===== src/hw/rtl/assert_macros.svh =====
// Assertion macros shared by the scheduler RTL.
`ifndef ASSERT_MACROS_SVH
`define ASSERT_MACROS_SVH

// Check a property on every rising clock edge outside reset.
`define CSDS_ASSERT(lbl, prop, msg) \
  lbl: assert property (@(posedge clk_i) disable iff (!rst_ni) (prop)) else $error(msg);

// Check that a consequent follows an antecedent in the same cycle.
`define CSDS_ASSERT_IMP(lbl, ante, cons, msg) \
  lbl: assert property (@(posedge clk_i) disable iff (!rst_ni) (ante) |-> (cons)) \
    else $error(msg);

// Check that a consequent follows an antecedent in the next cycle.
`define CSDS_ASSERT_NXT(lbl, ante, cons, msg) \
  lbl: assert property (@(posedge clk_i) disable iff (!rst_ni) (ante) |=> (cons)) \
    else $error(msg);

`endif


===== src/hw/rtl/csds_pkg.sv =====
// Shared types and constants of the C-SCAN disk scheduler.
package csds_pkg;

  localparam int CYL_W            = 16;
  localparam int MOVE_W           = 18;
  localparam int CFG_W            = 16;
  localparam int CFG_IDX_W        = 1;
  localparam int MAX_REQUESTS_DEF = 32;
  localparam int CYL_BITS_DEF     = 16;
  localparam logic [CFG_W-1:0] MAX_CYL_RESET = 16'd199;

  localparam logic [CFG_IDX_W-1:0] REG_START_POSITION = 1'b0;
  localparam logic [CFG_IDX_W-1:0] REG_MAX_CYLINDER   = 1'b1;

  typedef enum logic [2:0] {
    ST_LOAD,
    ST_SCAN_HI,
    ST_TOP,
    ST_ZERO,
    ST_SCAN_LO
  } state_e;

  typedef struct packed {
    logic insert;
    logic rotate;
    logic clear;
  } cell_ctl_t;

endpackage


===== src/hw/rtl/csds_cell.sv =====
// One cell of the sorted request chain.
module csds_cell #(
  parameter int CylBits = csds_pkg::CYL_BITS_DEF
) (
  input  logic               clk_i,
  input  logic               rst_ni,
  input  csds_pkg::cell_ctl_t ctl_i,
  input  logic [CylBits-1:0] ins_value_i,
  input  logic               prev_valid_i,
  input  logic [CylBits-1:0] prev_value_i,
  input  logic               prev_place_i,
  input  logic               next_valid_i,
  input  logic [CylBits-1:0] next_value_i,
  output logic               valid_o,
  output logic [CylBits-1:0] value_o,
  output logic               place_o
);
  import csds_pkg::*;

  logic               valid_q, valid_d;
  logic [CylBits-1:0] value_q, value_d;
  logic               place;

  // The new item lands in the first cell that is empty or holds a larger value.
  assign place = !valid_q || (value_q > ins_value_i);

  always_comb begin
    valid_d = valid_q;
    value_d = value_q;
    if (ctl_i.clear) begin
      valid_d = 1'b0;
    end else if (ctl_i.rotate) begin
      valid_d = next_valid_i;
      value_d = next_value_i;
    end else if (ctl_i.insert && place) begin
      if (!prev_place_i) begin
        valid_d = 1'b1;
        value_d = ins_value_i;
      end else begin
        valid_d = prev_valid_i;
        value_d = prev_value_i;
      end
    end
  end

  always_ff @(posedge clk_i or negedge rst_ni) begin
    if (!rst_ni) begin
      valid_q <= 1'b0;
    end else begin
      valid_q <= valid_d;
    end
  end

  always_ff @(posedge clk_i) begin
    value_q <= value_d;
  end

  assign valid_o = valid_q;
  assign value_o = value_q;
  assign place_o = place;

endmodule


===== src/hw/rtl/csds_ctrl.sv =====
// Sequencer, travel accumulator and output register of the scheduler.
module csds_ctrl #(
  parameter int MaxRequests = csds_pkg::MAX_REQUESTS_DEF,
  parameter int CylBits     = csds_pkg::CYL_BITS_DEF
) (
  input  logic                        clk_i,
  input  logic                        rst_ni,
  input  logic                        in_accept_i,
  input  logic                        in_last_i,
  input  logic                        full_i,
  output logic                        in_stall_o,
  input  logic [CylBits-1:0]          start_i,
  input  logic [CylBits-1:0]          max_i,
  input  logic                        c0_valid_i,
  input  logic [CylBits-1:0]          c0_value_i,
  input  logic                        c1_valid_i,
  input  logic [CylBits-1:0]          c1_value_i,
  output csds_pkg::cell_ctl_t         ctl_o,
  output logic                        out_valid_o,
  input  logic                        out_stall_i,
  output logic [csds_pkg::CYL_W-1:0]  position_o,
  output logic [csds_pkg::MOVE_W-1:0] movement_o,
  output logic                        final_res_o
);
  import csds_pkg::*;

  localparam int CntW = (MaxRequests > 1) ? $clog2(MaxRequests) : 1;
  localparam logic [CntW-1:0] CntLast = CntW'(MaxRequests - 1);

  state_e state_q, state_d;
  logic [CntW-1:0] cnt_q, cnt_d;
  logic [CylBits-1:0] head_q, head_d;
  logic [MOVE_W-1:0] travel_q, travel_d;
  logic out_valid_q, out_valid_d;
  logic [CYL_W-1:0] pos_q;
  logic [MOVE_W-1:0] mov_q;
  logic fin_q;

  logic adv, step, qual, fin, load_out, cnt_last, low_next, batch_end;
  logic [CylBits-1:0] target, gap;
  logic [MOVE_W-1:0] travel_next;
  cell_ctl_t ctl;

  assign adv       = !out_valid_q || !out_stall_i;
  assign cnt_last  = (cnt_q == CntLast);
  assign low_next  = c1_valid_i && (c1_value_i <= start_i);
  assign batch_end = in_accept_i && in_last_i;
  assign gap       = (target > head_q) ? (target - head_q) : (head_q - target);
  assign travel_next = travel_q + MOVE_W'(gap);

  // Outputs of the sequencer.
  always_comb begin
    qual   = 1'b0;
    target = '0;
    fin    = 1'b0;
    step   = 1'b0;
    ctl    = '0;
    unique case (state_q)
      ST_LOAD: begin
        ctl.insert = in_accept_i && !full_i;
      end
      ST_SCAN_HI: begin
        qual       = c0_valid_i && (c0_value_i > start_i);
        target     = c0_value_i;
        step       = qual ? adv : 1'b1;
        ctl.rotate = step;
      end
      ST_TOP: begin
        qual   = 1'b1;
        target = max_i;
        step   = adv;
      end
      ST_ZERO: begin
        qual   = 1'b1;
        target = '0;
        fin    = !(c0_valid_i && (c0_value_i <= start_i));
        step   = adv;
      end
      ST_SCAN_LO: begin
        qual       = c0_valid_i && (c0_value_i <= start_i);
        target     = c0_value_i;
        fin        = !low_next || cnt_last;
        step       = qual ? adv : 1'b1;
        ctl.rotate = step;
        ctl.clear  = step && cnt_last;
      end
      default: begin
        qual = 1'b0;
      end
    endcase
  end

  assign load_out = qual && step;

  // Next state of the sequencer.
  always_comb begin
    state_d = state_q;
    unique case (state_q)
      ST_LOAD:    if (batch_end) state_d = ST_SCAN_HI;
      ST_SCAN_HI: if (step && cnt_last) state_d = ST_TOP;
      ST_TOP:     if (step) state_d = ST_ZERO;
      ST_ZERO:    if (step) state_d = ST_SCAN_LO;
      ST_SCAN_LO: if (step && cnt_last) state_d = ST_LOAD;
      default:    state_d = ST_LOAD;
    endcase
  end

  always_comb begin
    cnt_d       = cnt_q;
    head_d      = head_q;
    travel_d    = travel_q;
    out_valid_d = out_valid_q && out_stall_i;
    if ((state_q == ST_SCAN_HI || state_q == ST_SCAN_LO) && step) begin
      cnt_d = cnt_last ? '0 : cnt_q + CntW'(1);
    end
    if (state_q == ST_LOAD && batch_end) begin
      head_d   = start_i;
      travel_d = '0;
    end else if (load_out) begin
      head_d   = target;
      travel_d = travel_next;
    end
    if (load_out) begin
      out_valid_d = 1'b1;
    end
  end

  always_ff @(posedge clk_i or negedge rst_ni) begin
    if (!rst_ni) begin
      state_q     <= ST_LOAD;
      cnt_q       <= '0;
      head_q      <= '0;
      travel_q    <= '0;
      out_valid_q <= 1'b0;
    end else begin
      state_q     <= state_d;
      cnt_q       <= cnt_d;
      head_q      <= head_d;
      travel_q    <= travel_d;
      out_valid_q <= out_valid_d;
    end
  end

  always_ff @(posedge clk_i) begin
    if (load_out) begin
      pos_q <= CYL_W'(target);
      mov_q <= travel_next;
      fin_q <= fin;
    end
  end

  assign in_stall_o  = (state_q != ST_LOAD);
  assign ctl_o       = ctl;
  assign out_valid_o = out_valid_q;
  assign position_o  = pos_q;
  assign movement_o  = mov_q;
  assign final_res_o = fin_q;

  `include "assert_macros.svh"

  `CSDS_ASSERT_IMP(a_scan_full_turn, (state_q == ST_SCAN_HI) && (state_d == ST_TOP), cnt_last, "high scan left before a full turn")
  `CSDS_ASSERT_NXT(a_fin_ends_batch, load_out && fin, (state_q == ST_LOAD) || (state_q == ST_SCAN_LO), "final move not in closing phase")
  `CSDS_ASSERT_IMP(a_no_load_idle, state_q == ST_LOAD, !load_out, "result produced while loading")

endmodule


===== src/hw/rtl/cscan_disk_scheduler.sv =====
// Top level of the C-SCAN disk scheduler: config registers and the cell chain.
//
//   channel  direction  handshake                 payload
//   in       input      in_valid_i / in_stall_o   cylinder_i, last_i
//   out      output     out_valid_o / out_stall_i position_o, movement_o, final_res_o
//   cfg      input      cfg_we_i                  cfg_idx_i, cfg_data_i
//
// Loading takes one item per cycle; each item is sorted into the cell row in place.
// After the item marked last, the schedule is emitted by turning the row around
// twice, with the top and zero moves between the two turns; a stalled output
// holds the emission whenever a move is ready.
// Reset clears every cell's valid bit at once; no clearing pass is needed.
// Input is stalled for the whole emission; a finished result waits in the output
// register while the next batch starts loading.
module cscan_disk_scheduler #(
  parameter int MaxRequests = csds_pkg::MAX_REQUESTS_DEF,
  parameter int CylBits     = csds_pkg::CYL_BITS_DEF
) (
  input  logic                            clk_i,
  input  logic                            rst_ni,
  input  logic                            cfg_we_i,
  input  logic [csds_pkg::CFG_IDX_W-1:0]  cfg_idx_i,
  input  logic [csds_pkg::CFG_W-1:0]      cfg_data_i,
  input  logic                            in_valid_i,
  output logic                            in_stall_o,
  input  logic [csds_pkg::CYL_W-1:0]      cylinder_i,
  input  logic                            last_i,
  output logic                            out_valid_o,
  input  logic                            out_stall_i,
  output logic [csds_pkg::CYL_W-1:0]      position_o,
  output logic [csds_pkg::MOVE_W-1:0]     movement_o,
  output logic                            final_res_o
);
  import csds_pkg::*;

  localparam int C1 = (MaxRequests > 1) ? 1 : 0;

  // Config registers keep only the low CylBits bits.
  logic [CylBits-1:0] start_q, max_q;

  always_ff @(posedge clk_i or negedge rst_ni) begin
    if (!rst_ni) begin
      start_q <= '0;
      max_q   <= MAX_CYL_RESET[CylBits-1:0];
    end else if (cfg_we_i) begin
      unique case (cfg_idx_i)
        REG_START_POSITION: start_q <= cfg_data_i[CylBits-1:0];
        REG_MAX_CYLINDER:   max_q   <= cfg_data_i[CylBits-1:0];
        default:            start_q <= start_q;
      endcase
    end
  end

  // Clamp a request above the top cylinder to the top.
  logic [CylBits-1:0] cyl_raw, cyl;
  assign cyl_raw = cylinder_i[CylBits-1:0];
  assign cyl     = (cyl_raw > max_q) ? max_q : cyl_raw;

  logic in_accept;
  assign in_accept = in_valid_i && !in_stall_o;

  // Cell row: each cell sees its left neighbor for insertion and its right
  // neighbor for rotation; the last cell wraps to the first.
  logic [MaxRequests-1:0] vld;
  logic [MaxRequests-1:0] place;
  logic [CylBits-1:0]     val [MaxRequests];
  cell_ctl_t              ctl;

  for (genvar i = 0; i < MaxRequests; i++) begin : g_cell
    localparam int Nx = (i + 1) % MaxRequests;
    logic               pv, pp;
    logic [CylBits-1:0] pval;
    if (i == 0) begin : g_head
      assign pv   = 1'b0;
      assign pp   = 1'b0;
      assign pval = '0;
    end else begin : g_body
      assign pv   = vld[i-1];
      assign pp   = place[i-1];
      assign pval = val[i-1];
    end
    csds_cell #(
      .CylBits(CylBits)
    ) u_cell (
      .clk_i       (clk_i),
      .rst_ni      (rst_ni),
      .ctl_i       (ctl),
      .ins_value_i (cyl),
      .prev_valid_i(pv),
      .prev_value_i(pval),
      .prev_place_i(pp),
      .next_valid_i(vld[Nx]),
      .next_value_i(val[Nx]),
      .valid_o     (vld[i]),
      .value_o     (val[i]),
      .place_o     (place[i])
    );
  end

  // Second cell feeds the last-low check; a single-cell row has none.
  logic c1_valid;
  assign c1_valid = (MaxRequests > 1) ? vld[C1] : 1'b0;

  csds_ctrl #(
    .MaxRequests(MaxRequests),
    .CylBits    (CylBits)
  ) u_ctrl (
    .clk_i      (clk_i),
    .rst_ni     (rst_ni),
    .in_accept_i(in_accept),
    .in_last_i  (last_i),
    .full_i     (vld[MaxRequests-1]),
    .in_stall_o (in_stall_o),
    .start_i    (start_q),
    .max_i      (max_q),
    .c0_valid_i (vld[0]),
    .c0_value_i (val[0]),
    .c1_valid_i (c1_valid),
    .c1_value_i (val[C1]),
    .ctl_o      (ctl),
    .out_valid_o(out_valid_o),
    .out_stall_i(out_stall_i),
    .position_o (position_o),
    .movement_o (movement_o),
    .final_res_o(final_res_o)
  );

  `include "assert_macros.svh"

  // While loading, the filled cells form a prefix of the row.
  `CSDS_ASSERT_IMP(a_fill_prefix, !in_stall_o, (vld & (vld + MaxRequests'(1))) == '0, "valid cells not contiguous")

endmodule


===== config.mk =====
export PLATFORM = sky130hd
export DESIGN_NAME = cscan_disk_scheduler
export DESIGN_NICKNAME = d
export VERILOG_FILES = /design/src/hw/rtl/csds_pkg.sv /design/src/hw/rtl/csds_cell.sv /design/src/hw/rtl/csds_ctrl.sv /design/src/hw/rtl/cscan_disk_scheduler.sv
export VERILOG_INCLUDE_DIRS = /design/src /design/src/hw/rtl
export SDC_FILE = /design/constraint.sdc
export NUM_CORES = 2
export LEC_CHECK = 0
export BUFFER_PORTS_ARGS = -buffer_cell sky130_fd_sc_hd__buf_4
export CELL_PAD_IN_SITES_DETAIL_PLACEMENT = 1
export CELL_PAD_IN_SITES_GLOBAL_PLACEMENT = 1
export CORE_MARGIN = 2
export CORE_UTILIZATION = 52
export CTS_BUF_LIST = sky130_fd_sc_hd__clkbuf_8
export DETAILED_ROUTE_END_ITERATION = 10
export GPL_TIMING_DRIVEN = 0
export PLACE_DENSITY = 0.85
export SYNTH_ARGS = -nofsm -noshare
export SYNTH_HDL_FRONTEND = slang
export SYNTH_HIERARCHICAL = 1
export SYNTH_SLANG_ARGS = --single-unit

===== constraint.sdc =====
create_clock -name clk_i -period 11.2 [get_ports clk_i]
set_clock_uncertainty 0.05 [all_clocks]
set_input_delay 2.24 -clock clk_i [delete_from_list [all_inputs] [get_ports clk_i]]
set_output_delay 2.24 -clock clk_i [all_outputs]
set_load 0.05 [all_outputs]

==> flow_metrics.env <==
export IMPL_dp_hpwl_mm=130
export IMPL_hold_viol=0
export IMPL_hold_depth=1
export IMPL_whs_endpoint="u_ctrl/cnt_q[3]"
export IMPL_nNetsFinal=6223
export IMPL_worst_hold_path_type="flop to flop"
export IMPL_setup_worst_path_end_class="flop"
export IMPL_worst_ep_arrival_time_ps=7930
export IMPL_die_h_um=316
export IMPL_grt_pass1_wl_mm=271
export IMPL_cts_buffers_inserted=119
export IMPL_cts_sinks=654
export IMPL_coreArea_mm2=0.0966
export IMPL_areaGrowthSynthToFinish_pct=10.4
export IMPL_wl_mm=176
export IMPL_grt_pass1_vias=47045
export IMPL_num_rows=114
export IMPL_worstRegToRegCells=25
export IMPL_hold_start="u_ctrl/cnt_q[3]"
export IMPL_layout_common_cells="inv_1, nand2_1, ha_1"
export IMPL_h_tree_depth=3
export IMPL_vias=44129
export IMPL_grt_antenna_before_repair=4
export IMPL_final_max_slew_viol_count=0
export IMPL_fmax_mhz=134
export IMPL_insertion_delay_ps=820
export IMPL_dieArea_mm2=0.0999
export IMPL_layout_min_cycle_time_ps=7440
export IMPL_clk_pin_slew_ps=60
export IMPL_n_fill_cell=10985
export IMPL_critPathBufInv=6
export IMPL_required_ps=11690
export IMPL_boundaryPins=76
export IMPL_post_cts_buffers=0
export IMPL_multi_input_area_mm2=0.0283
export IMPL_crit_slowest_cell="nor4_4"
export IMPL_cts_tree="built"
export IMPL_r2r_start="u_ctrl/state_q[1]"
export IMPL_yosys_warnings=6
export IMPL_drive_above_1_share_pct=10.0
export IMPL_period_share_pct=66.4
export IMPL_io_buffers=75
export IMPL_gp_congestion=0.918
export IMPL_slew_headroom_pct=31.3
export IMPL_fin_tns_setup_ps=0
export IMPL_drc=0
export IMPL_critPathMaxFanout=40
export IMPL_viasPerCell=6.35
export IMPL_ctsResizeCount=0
export IMPL_reg2reg_slack_ps=4230
export IMPL_wl_met2_mm=84.6
export IMPL_syn_area_mm2=0.0507
export IMPL_die_x_um=316
export IMPL_cap_viol_max_count=0
export IMPL_path_cells="buf_4 -> ha_1 -> nand4_4 -> nor4_4 -> clkbuf_1 -> nand3_1 -> nand3_4 -> buf_12 -> inv_1 -> ha_1 -> nand4_2 -> nor4_2 -> a21boi_1 -> a2111o_1 -> a21o_2 -> buf_2 -> buf_2 -> mux2i_1 -> o21ai_0"
export IMPL_overflow=0
export IMPL_setup_viol=0
export IMPL_syn_inst=5321
export IMPL_cts_max_path_buffers=3
export IMPL_criticalPathCategory="input pin to flop"
export IMPL_layout_commonest_cell="inv_1"
export IMPL_initial_core_util_pct=52.5
export IMPL_wl_per_cell_um=25.3
export IMPL_seq_area_mm2=0.0191
export IMPL_timing_rr_end="u_ctrl/movement_o[16]"
export IMPL_final_util_pct=57.9
export IMPL_max_stage_delay_ps=680
export IMPL_cts_hold_fix_buffers=0
export IMPL_avgSynthCellArea_um2=9.52
export IMPL_critical_path_top_delay_family="simple AND/OR/NAND/NOR gates"
export IMPL_tightestPinTransition_ps=1030
export IMPL_track_usage_pct=34.8
export IMPL_worstSetupStartpointType="input pin"
export IMPL_first_pass_iters=6
export IMPL_highest_layer="met5"
export IMPL_grt_max_degree=79
export IMPL_antenna_left=0
export IMPL_status="finished, final reports clean"
export IMPL_rsz0062_at_grt="false"
export IMPL_drt_met1_wl_mm=69.6
export IMPL_clock_tree_root_cell="clkbuf_8"
export IMPL_drt_iter0_drc=3647
export IMPL_wl_met3_mm=11.3
[state kept, by name, summed over array words and instances (netlist names), 3 cells and up]
name and cells:
g_cell.u_cell/value_o 512, u_ctrl/state_q 3, u_ctrl/travel_q 18, start_q 16
u_ctrl/cnt_q 5, g_cell.u_cell/valid_o 32, u_ctrl/head_q 16, u_ctrl/movement_o 18
u_ctrl/position_o 16, max_q 16
[worst max-delay path by stage]
stage	start	depth (start not counted)	end	slack [ps]
after floorplan	in_valid_i	4	g_cell[21].u_cell/value_o[0]	240
after global placement	in_valid_i	5	g_cell[21].u_cell/value_o[6]	-5170
after detailed placement	cylinder_i[13]	21	g_cell[26].u_cell/value_o[8]	3110
after CTS	cylinder_i[13]	21	g_cell[26].u_cell/value_o[8]	3930
after global routing	u_ctrl/state_q[1]	24	u_ctrl/movement_o[16]	3630
final	cylinder_i[13]	19	g_cell[8].u_cell/value_o[6]	3760
[layer usage]
metal,GRT usage [%],vias to the layer above
met4,19.0,6
met5,0,-
li1,-,19670
met2,59.1,1739
met3,5.89,674
met1,42.2,22040
[cell type report]
| cell class | instances | area share, % |
|---|---|---|
| antenna | 4 | 0.0179 |
| buffer | 229 | 1.78 |
| clock buffer | 127 | 3.12 |
| clock inverter | 94 | 0.720 |
| inverter | 661 | 4.44 |
| multi-input combinational | 3794 | 50.7 |
| sequential | 654 | 34.2 |
| tap | 1276 | 2.85 |
| timing repair buffer | 113 | 2.23 |
[stage by stage]
step	cell area [um2]	cells	hold slack (ps)	setup slack, ps
floorplan	50700	5338	387	239
global placement	52900	6689	410	-5170
detailed placement	53800	6727	425	3110
CTS	55900	6948	439	3930
global route	55900	6951	469	3630
finish	55900	6952	436	3760
Power is left out: the tool's default activity adds up to more than one toggle a clock period on the data nets, which glitch-free logic cannot reach.
